### config.mk
export PLATFORM = sky130hd
export DESIGN_NAME = unix_time_to_calendar_date_unit
export DESIGN_NICKNAME = d
export VERILOG_FILES = /design/src/rtl/udc_pkg.sv /design/src/rtl/udc_cdiv.sv /design/src/rtl/unix_time_to_calendar_date_unit.sv
export SDC_FILE = /design/constraint.sdc
export NUM_CORES = 2
export LEC_CHECK = 0
export BUFFER_PORTS_ARGS = -buffer_cell sky130_fd_sc_hd__buf_2
export CAP_MARGIN = 20
export CORE_UTILIZATION = 50
export DETAILED_ROUTE_END_ITERATION = 6
export MAX_ROUTING_LAYER = met4
export PLACE_DENSITY = 0.66
export SLEW_MARGIN = 20
export SYNTH_ARGS = -nofsm -noshare
export SYNTH_HDL_FRONTEND = slang
export SYNTH_SLANG_ARGS = --single-unit
### constraint.sdc
create_clock -name i_clk -period 13.25 [get_ports i_clk]
set_input_delay 1.325 -clock i_clk [delete_from_list [all_inputs] [get_ports i_clk]]
set_output_delay 1.325 -clock i_clk [all_outputs]
set_load 0.05 [all_outputs]
### src/rtl/udc_pkg.sv
// ============================================================================
// udc_pkg: shared types and constants of the Unix time to calendar date unit
// Pipeline stage record, stage count and the fixed constants of the
// day-count to Gregorian date formulas.
// ============================================================================
package udc_pkg;

    // number of register stages from input to output
    localparam int unsigned NUM_STAGES = 12;

    // time of day
    localparam int unsigned SEC_DIV_PRE  = 15;   // t/60 = (t>>2)/15
    localparam int unsigned HOUR_DIV_PRE = 3;    // t/24 = (t>>3)/3

    // century correction: a = (4*days + A_OFS) / A_DIV + A_BASE
    localparam logic [18:0] A_OFS  = 19'd102032;
    localparam logic [18:0] A_DIV  = 19'd146097;
    localparam logic [18:0] A_DIV2 = 19'd292194;
    localparam logic [4:0]  A_BASE = 5'd15;

    // b = days + B_OFS + a - a/4
    localparam logic [21:0] B_OFS = 22'd2442113;

    // c = (20*b - C_OFS) / C_DIV
    localparam logic [25:0] C_MUL = 26'd20;
    localparam logic [25:0] C_OFS = 26'd2442;
    localparam int unsigned C_DIV = 7305;

    // d = b - 365*c - c/4
    localparam logic [9:0] D_MUL = 10'd365;

    // e = d*1000 / 30601
    localparam logic [18:0] E_MUL = 19'd1000;
    localparam int unsigned E_DIV = 30601;

    // f = d - 30*e - e*601/1000
    localparam logic [4:0]  F_MUL  = 5'd30;
    localparam logic [13:0] G_MUL  = 14'd601;
    localparam int unsigned G_DIV  = 1000;

    // month and year fold-back
    localparam logic [4:0]  E_LAST_SAME = 5'd13;
    localparam logic [12:0] Y_OFS_LO    = 13'd4716;
    localparam logic [12:0] Y_OFS_HI    = 13'd4715;
    localparam logic [4:0]  M_OFS_LO    = 5'd1;
    localparam logic [4:0]  M_OFS_HI    = 5'd13;

    // weekday: 1970-01-01 was a Thursday
    localparam logic [16:0] WD_OFS = 17'd4;
    localparam int unsigned WD_DIV = 7;

    // status codes
    localparam logic STATUS_OK      = 1'b0;
    localparam logic STATUS_INVALID = 1'b1;

    typedef struct packed {
        logic        zero;      // input timestamp was zero
        logic [5:0]  t_lo;      // low bits of the timestamp
        logic [26:0] q1;        // seconds / 60
        logic [20:0] q2;        // seconds / 3600
        logic [15:0] days;      // whole days
        logic [5:0]  sec;
        logic [5:0]  min;
        logic [4:0]  hr;
        logic [21:0] b;
        logic [16:0] wx;        // days + weekday offset
        logic [12:0] wq;        // wx / 7
        logic [2:0]  wd;        // weekday
        logic [25:0] x20;
        logic [12:0] c;
        logic [9:0]  d;
        logic [18:0] x1000;
        logic [4:0]  e;
        logic [13:0] x601;
        logic [3:0]  g;
        logic [11:0] year;
        logic [3:0]  month;
        logic [4:0]  mday;
    } t_pipe;

endpackage

### src/rtl/udc_cdiv.sv
// ============================================================================
// udc_cdiv: unsigned division by a constant
// Exact quotient of a WIDTH-bit value through a reciprocal multiply and a
// right shift; the reciprocal is rounded up so no correction step is needed.
// ============================================================================
module udc_cdiv #(
    parameter int unsigned WIDTH   = 16,
    parameter int unsigned DIVISOR = 3
) (
    input  logic [WIDTH-1:0]                i_num,
    output logic [WIDTH-$clog2(DIVISOR):0]  o_quo
);
    localparam int unsigned SHIFT = $clog2(DIVISOR);
    localparam int unsigned QW    = WIDTH - SHIFT + 1;
    localparam int unsigned PW    = 2 * WIDTH + 1;
    localparam longint unsigned P2     = 64'd1 << (WIDTH + SHIFT);
    localparam longint unsigned MULT_L = (P2 + longint'(DIVISOR) - 64'd1) / DIVISOR;
    localparam logic [WIDTH:0]  MULT   = MULT_L[WIDTH:0];

    logic [PW-1:0] w_prod;

    assign w_prod = PW'(i_num) * PW'(MULT);
    assign o_quo  = w_prod[PW-1 -: QW];

endmodule

### src/rtl/unix_time_to_calendar_date_unit.sv
// ============================================================================
// unix_time_to_calendar_date_unit: Unix seconds to calendar date and time
// Converts an unsigned 32-bit Unix time into second, minute, hour, year,
// month, day of month and weekday over a twelve-stage pipeline.
// ============================================================================
//
//  channel  | valid         | stall         | payload
//  ---------+---------------+---------------+-------------------------------
//  input    | i_in_valid    | o_in_stall    | i_unix_seconds
//  output   | o_out_valid   | i_out_stall   | o_status .. o_day_of_week
//
//  One beat enters per cycle while o_in_stall is low. The stage split
//  follows the chain of constant divisions (60, 60, 24, 7, 7305, 30601,
//  1000), one reciprocal multiply per stage with its operand setup.
//  Synchronous active-low reset clears the stage valid bits only.
//  A stage loads whenever it is empty or the stage after it moves, so a
//  stalled output beat holds while empty stages behind it still fill.
//
module unix_time_to_calendar_date_unit (
    input  logic        i_clk,
    input  logic        i_rst_n,
    input  logic        i_in_valid,
    output logic        o_in_stall,
    input  logic [31:0] i_unix_seconds,
    output logic        o_out_valid,
    input  logic        i_out_stall,
    output logic        o_status,
    output logic [5:0]  o_second,
    output logic [5:0]  o_minute,
    output logic [4:0]  o_hour,
    output logic [11:0] o_year,
    output logic [3:0]  o_month,
    output logic [4:0]  o_day_of_month,
    output logic [2:0]  o_day_of_week
);
    import udc_pkg::*;

    localparam int unsigned LAST = NUM_STAGES - 1;

    t_pipe r_stg [NUM_STAGES];
    t_pipe n_stg [NUM_STAGES];
    logic [NUM_STAGES-1:0] r_vld;
    logic [NUM_STAGES-1:0] w_en;

    // quotients from the constant dividers
    logic [26:0] w_q1;
    logic [21:0] w_q2;
    logic [16:0] w_days;
    logic [14:0] w_wq;
    logic [13:0] w_c;
    logic [4:0]  w_e;
    logic [4:0]  w_g;

    logic [18:0] w_a_sum;
    logic [4:0]  w_a;

    // ------------------------------------------------------------------
    // Flow control: a stage loads when empty or when the next one moves.
    // ------------------------------------------------------------------
    always_comb begin
        w_en[LAST] = !r_vld[LAST] || !i_out_stall;
        for (int k = LAST - 1; k >= 0; k--) begin
            w_en[k] = !r_vld[k] || w_en[k+1];
        end
    end

    assign o_in_stall = !w_en[0];

    // ------------------------------------------------------------------
    // Dividers, one per stage that needs one
    // ------------------------------------------------------------------
    udc_cdiv #(.WIDTH(30), .DIVISOR(SEC_DIV_PRE)) u_div_min (
        .i_num (i_unix_seconds[31:2]),
        .o_quo (w_q1)
    );

    udc_cdiv #(.WIDTH(25), .DIVISOR(SEC_DIV_PRE)) u_div_hour (
        .i_num (r_stg[0].q1[26:2]),
        .o_quo (w_q2)
    );

    udc_cdiv #(.WIDTH(18), .DIVISOR(HOUR_DIV_PRE)) u_div_day (
        .i_num (r_stg[1].q2[20:3]),
        .o_quo (w_days)
    );

    udc_cdiv #(.WIDTH(17), .DIVISOR(WD_DIV)) u_div_week (
        .i_num (r_stg[3].wx),
        .o_quo (w_wq)
    );

    udc_cdiv #(.WIDTH(26), .DIVISOR(C_DIV)) u_div_c (
        .i_num (r_stg[4].x20),
        .o_quo (w_c)
    );

    udc_cdiv #(.WIDTH(19), .DIVISOR(E_DIV)) u_div_e (
        .i_num (r_stg[7].x1000),
        .o_quo (w_e)
    );

    udc_cdiv #(.WIDTH(14), .DIVISOR(G_DIV)) u_div_g (
        .i_num (r_stg[9].x601),
        .o_quo (w_g)
    );

    // century correction terms for stage 4
    assign w_a_sum = {1'b0, r_stg[2].days, 2'b00} + A_OFS;
    assign w_a     = A_BASE + 5'(w_a_sum >= A_DIV) + 5'(w_a_sum >= A_DIV2);

    // ------------------------------------------------------------------
    // Stage logic: each stage copies the record and fills in its fields.
    // Remainders are taken modulo the field width; the true values fit.
    // ------------------------------------------------------------------
    always_comb begin
        // stage 1: seconds / 60
        n_stg[0]      = '0;
        n_stg[0].zero = (i_unix_seconds == 32'd0);
        n_stg[0].t_lo = i_unix_seconds[5:0];
        n_stg[0].q1   = w_q1;

        // stage 2: second, minutes total / 60
        n_stg[1]     = r_stg[0];
        n_stg[1].sec = r_stg[0].t_lo - r_stg[0].q1[5:0] * 6'd60;
        n_stg[1].q2  = w_q2[20:0];

        // stage 3: minute, whole days
        n_stg[2]      = r_stg[1];
        n_stg[2].min  = r_stg[1].q1[5:0] - r_stg[1].q2[5:0] * 6'd60;
        n_stg[2].days = w_days[15:0];

        // stage 4: hour, b, weekday operand
        n_stg[3]    = r_stg[2];
        n_stg[3].hr = r_stg[2].q2[4:0] - r_stg[2].days[4:0] * 5'd24;
        n_stg[3].b  = 22'(r_stg[2].days) + B_OFS + 22'(w_a) - 22'(w_a[4:2]);
        n_stg[3].wx = 17'(r_stg[2].days) + WD_OFS;

        // stage 5: 20*b - offset, weekday quotient
        n_stg[4]     = r_stg[3];
        n_stg[4].x20 = 26'(r_stg[3].b) * C_MUL - C_OFS;
        n_stg[4].wq  = w_wq[12:0];

        // stage 6: c, weekday
        n_stg[5]    = r_stg[4];
        n_stg[5].c  = w_c[12:0];
        n_stg[5].wd = r_stg[4].wx[2:0] - r_stg[4].wq[2:0] * 3'd7;

        // stage 7: day within the March-based year
        n_stg[6]   = r_stg[5];
        n_stg[6].d = r_stg[5].b[9:0] - r_stg[5].c[9:0] * D_MUL
                     - 10'(r_stg[5].c[12:2]);

        // stage 8: d * 1000
        n_stg[7]       = r_stg[6];
        n_stg[7].x1000 = 19'(r_stg[6].d) * E_MUL;

        // stage 9: month index e
        n_stg[8]   = r_stg[7];
        n_stg[8].e = w_e;

        // stage 10: e * 601
        n_stg[9]      = r_stg[8];
        n_stg[9].x601 = 14'(r_stg[8].e) * G_MUL;

        // stage 11: e*601 / 1000
        n_stg[10]   = r_stg[9];
        n_stg[10].g = w_g[3:0];

        // stage 12: day of month, fold month and year, blank on zero input
        n_stg[11]      = r_stg[10];
        n_stg[11].mday = r_stg[10].d[4:0] - r_stg[10].e * F_MUL - 5'(r_stg[10].g);
        if (r_stg[10].e <= E_LAST_SAME) begin
            n_stg[11].year  = 12'(r_stg[10].c - Y_OFS_LO);
            n_stg[11].month = 4'(r_stg[10].e - M_OFS_LO);
        end else begin
            n_stg[11].year  = 12'(r_stg[10].c - Y_OFS_HI);
            n_stg[11].month = 4'(r_stg[10].e - M_OFS_HI);
        end
        if (r_stg[10].zero) begin
            n_stg[11].sec   = '0;
            n_stg[11].min   = '0;
            n_stg[11].hr    = '0;
            n_stg[11].wd    = '0;
            n_stg[11].year  = '0;
            n_stg[11].month = '0;
            n_stg[11].mday  = '0;
        end
    end

    // ------------------------------------------------------------------
    // Stage registers: valid bits reset, payload loads on enable
    // ------------------------------------------------------------------
    always_ff @(posedge i_clk) begin
        if (!i_rst_n) begin
            r_vld <= '0;
        end else begin
            if (w_en[0]) begin
                r_vld[0] <= i_in_valid;
            end
            for (int k = 1; k < NUM_STAGES; k++) begin
                if (w_en[k]) begin
                    r_vld[k] <= r_vld[k-1];
                end
            end
        end
    end

    always_ff @(posedge i_clk) begin
        for (int k = 0; k < NUM_STAGES; k++) begin
            if (w_en[k]) begin
                r_stg[k] <= n_stg[k];
            end
        end
    end

    // ------------------------------------------------------------------
    // Output beat
    // ------------------------------------------------------------------
    assign o_out_valid    = r_vld[LAST];
    assign o_status       = r_stg[LAST].zero ? STATUS_INVALID : STATUS_OK;
    assign o_second       = r_stg[LAST].sec;
    assign o_minute       = r_stg[LAST].min;
    assign o_hour         = r_stg[LAST].hr;
    assign o_year         = r_stg[LAST].year;
    assign o_month        = r_stg[LAST].month;
    assign o_day_of_month = r_stg[LAST].mday;
    assign o_day_of_week  = r_stg[LAST].wd;

    // ------------------------------------------------------------------
    // Assertions
    // ------------------------------------------------------------------
    a_no_stall_when_drained : assert property (
        @(posedge i_clk) disable iff (!i_rst_n)
        !i_out_stall |-> !o_in_stall
    ) else $error("input stalled while output is free");

    a_invalid_blank : assert property (
        @(posedge i_clk) disable iff (!i_rst_n)
        o_out_valid && o_status |-> o_year == 12'd0 && o_month == 4'd0 &&
            o_day_of_month == 5'd0 && o_second == 6'd0 && o_day_of_week == 3'd0
    ) else $error("invalid beat carries nonzero fields");

    a_valid_date_range : assert property (
        @(posedge i_clk) disable iff (!i_rst_n)
        o_out_valid && !o_status |-> o_year >= 12'd1970 && o_year <= 12'd2106 &&
            o_month >= 4'd1 && o_month <= 4'd12 &&
            o_day_of_month >= 5'd1 && o_day_of_week <= 3'd6
    ) else $error("date field out of range");

    a_valid_time_range : assert property (
        @(posedge i_clk) disable iff (!i_rst_n)
        o_out_valid && !o_status |-> o_second <= 6'd59 && o_minute <= 6'd59 &&
            o_hour <= 5'd23
    ) else $error("time field out of range");

endmodule

==> metrics.txt <==
Cell Count, Final, Fillers Out 7101; startpoint of the worst register-to-register path r_stg[1][99]$_DFFE_PP_; number of flops mapped to enable cells by yosys 537; area fraction of the dominant cell type after synthesis between 20 and 30%; Period minus WS final around 8 ns; total iterations of the first detailed-routing run 5; Largest stage delay, worst path around 0.89 ns; leading cell type in the layout, fill and taps excluded inv_1; critical path's slowest cell edfxtp_1; maximum clock skew at final layout approximately 0.043 ns; Placed Cells 6995; fraction of the core area covered by cells at the end of the flow between 50 and 60%; leading post-synthesis cells by cell area ha_1 27%, edfxtp_1 26%, fa_1 24%, inv_1 8.8%, xnor2_1 2.4%; final routed wire length divided by cell count 16.7 um; Distinct cells, synth 90; average size of a mapped cell 11.6 um2; post-synthesis instance total 5333; Hold Violations, Final 0; overall fraction of global-route tracks in use around a fifth; most instantiated flip-flop cell in the synthesis netlist edfxtp_1; antenna violations before repair 5; end of the worst register-to-register path r_stg[1][337]$_DFFE_PP_; r2r setup slk ~5.1 ns; category of cells accounting for the largest share of critical-path delay adder cells; area of the core around 120000 um2; worst max-slew margin expressed relative to the limit slightly below 30%; count of final max-slew check failures 0; Placed Instance Area ~64000 um2; RSZ-0062 raised after global routing false; post-CTS sizing 0; result of the run complete, no violations; Min-Delay Path Class reg -> reg; number of global-route vias before repair about 38000; worst slew pin tran roughly 1.1 ns; depth of the worst register-to-register path 25; Clock Path Buffers 3; area of the die 125000 um2; total CTS buffers 55; fraction of layout cells with a size suffix above 1 4.26%; width of the chip 353 um; classification of the worst setup path reg -> reg; Hold-fix buffers, CTS 0; IO Count 80; cell at the root of the clock tree clkbuf_16; # DRC 0; total wire length about 120000 um; startpoint types flop; total setup buffers inserted after CTS 0; Crit path top cell by count fa_1; total number of H-tree levels 2; number of nets in the synthesized netlist about 7500; Setup-failing EPs final 0; insertion delay of the later-clocked pin in the worst-skew pair 0.63 ns; Warnings, synthesis 0; synth-to-layout area growth 6.50%; proportion of synthesized chip area in sequential cells 26.5%; number of register bits inferred by synthesis 549; most frequent cells in the layout 1438 x inv_1, 1328 x ha_1, 755 x fa_1; DR vias approximately 36000; die height between 300 and 400 um; largest fanout on the critical path 11; maximum number of pins on one net before global-route repair 59; crit path buf inv count 6; arrival time at the worst endpoint between 8 and 9 ns; Placement Rows approximately 130; GR Layer Usage met1 a little over a quarter; global route total overflow 0; busiest layer in global routing met2; net total in the final layout between 7000 and 8000; cell type with the largest total area after synthesis ha_1; first-pass GRT wire length between 150000 and 200000 um; critical path capture point type flop; post-DP HPWL a little over 100000 um; CTS Sinks ~550; Worst Hold Endpoint r_stg[0][509]$_DFFE_PP_; clock-pin transition on the worst setup and hold timing paths roughly 0.070 ns; proportion of synthesized flip-flops having asynchronous set or reset 0%; 1st-iter DRT viols 1599; last weighted congestion value of the routability-driven placer between 0.9 and 1; final worst path period share between 60 and 70%; hold path start r_stg[0][254]$_DFFE_PN_; Post-Synthesis Cell Area 61700 um2; required time at the endpoint of the critical path 13.70 ns; fraction of met3 tracks used by global routing 2.49%; clock tree from TritonCTS done; Max-cap violations 0; number of buffers added on ports 79; hold-critical path depth 0; met2 Resource Use GR between 30 and 40%; summed negative setup slack over all endpoints 0 ns; count of nets left with antenna violations after detail routing 0; effective utilization at floorplan roughly 50%; via-per-instance ratio ~5; final non-filler cell area between 60000 and 70000 um2; highest clock rate between 0.1 and 0.15 GHz
[synth_stat cells, drive strengths merged (12+ instances only)]
cell,number
nand2b,14
nor2,110
xnor2,169
nand4,32
o21a,41
nand3,35
nor3,37
ha,1328
a21o,75
nor4,16
nor2b,58
nand2,89
dfxtp,12
edfxtp,537
o21bai,24
inv,1442
a21oi,167
xor2,71
fa,755
buf,48
a31oi,18
o21ai,78
and3,24
[area by class of cell]
class	instances	area [um2]
Multi-Input combinational cell	3284	39600
Tap cell	1625	2030
Inverter	1443	5420
Fill cell	10536	56500
Clock inverter	38	354
Sequential cell	549	16400
Antenna cell	2	5.00
Timing Repair Buffer	94	520
Clock buffer	66	1480
[how the worst max path moves through the flow]
stage	cells after the start	endpoint	start
after floorplan	25	r_stg[0][247]$_DFFE_PN_	i_unix_seconds[27]
after global placement	26	r_stg[0][247]$_DFFE_PN_	i_unix_seconds[31]
after detailed placement	26	r_stg[0][247]$_DFFE_PN_	i_unix_seconds[31]
after CTS	25	r_stg[1][337]$_DFFE_PP_	r_stg[1][99]$_DFFE_PP_
after global routing	25	r_stg[1][337]$_DFFE_PP_	r_stg[1][99]$_DFFE_PP_
final	25	r_stg[1][337]$_DFFE_PP_	r_stg[1][99]$_DFFE_PP_
[state kept, by name (all words and copies together) (netlist names)]
name,count
r_vld,12
r_stg,537
[cell families after synthesis]
| group | after synthesis | share of synthesized area [%] |
|---|---|---|
| DFF | 549 | 26.5 |
| adders and majority gates | 2083 | 51.4 |
| buffers and inverters | 1500 | 9.41 |
| xor gates and xnor gates | 240 | 3.41 |
| and+or+nand+nor | 463 | 3.90 |
| AOI/OAI and AO/OA | 493 | 5.30 |
| other | 1 | 0.00607 |
| muxes | 4 | 0.0669 |
[routing by layer]
metal,share of wire (%),vias to the layer above
met2,48,497
met1,46,17831
met5,0,-
met4,2.2,0
met3,3.7,133
li1,-,17575
[per-stage QoR]
stage               setup WS [ns]  hold WS [ns]
finish                       5.11         0.409
CTS                          5.18         0.398
detailed placement           4.93         0.405
floorplan                    5.99         0.400
global route                 4.72         0.401
global placement             4.93         0.400
Power is not shown: default switching activity piles up to over one toggle a cycle in this logic, so the estimate is an artifact.
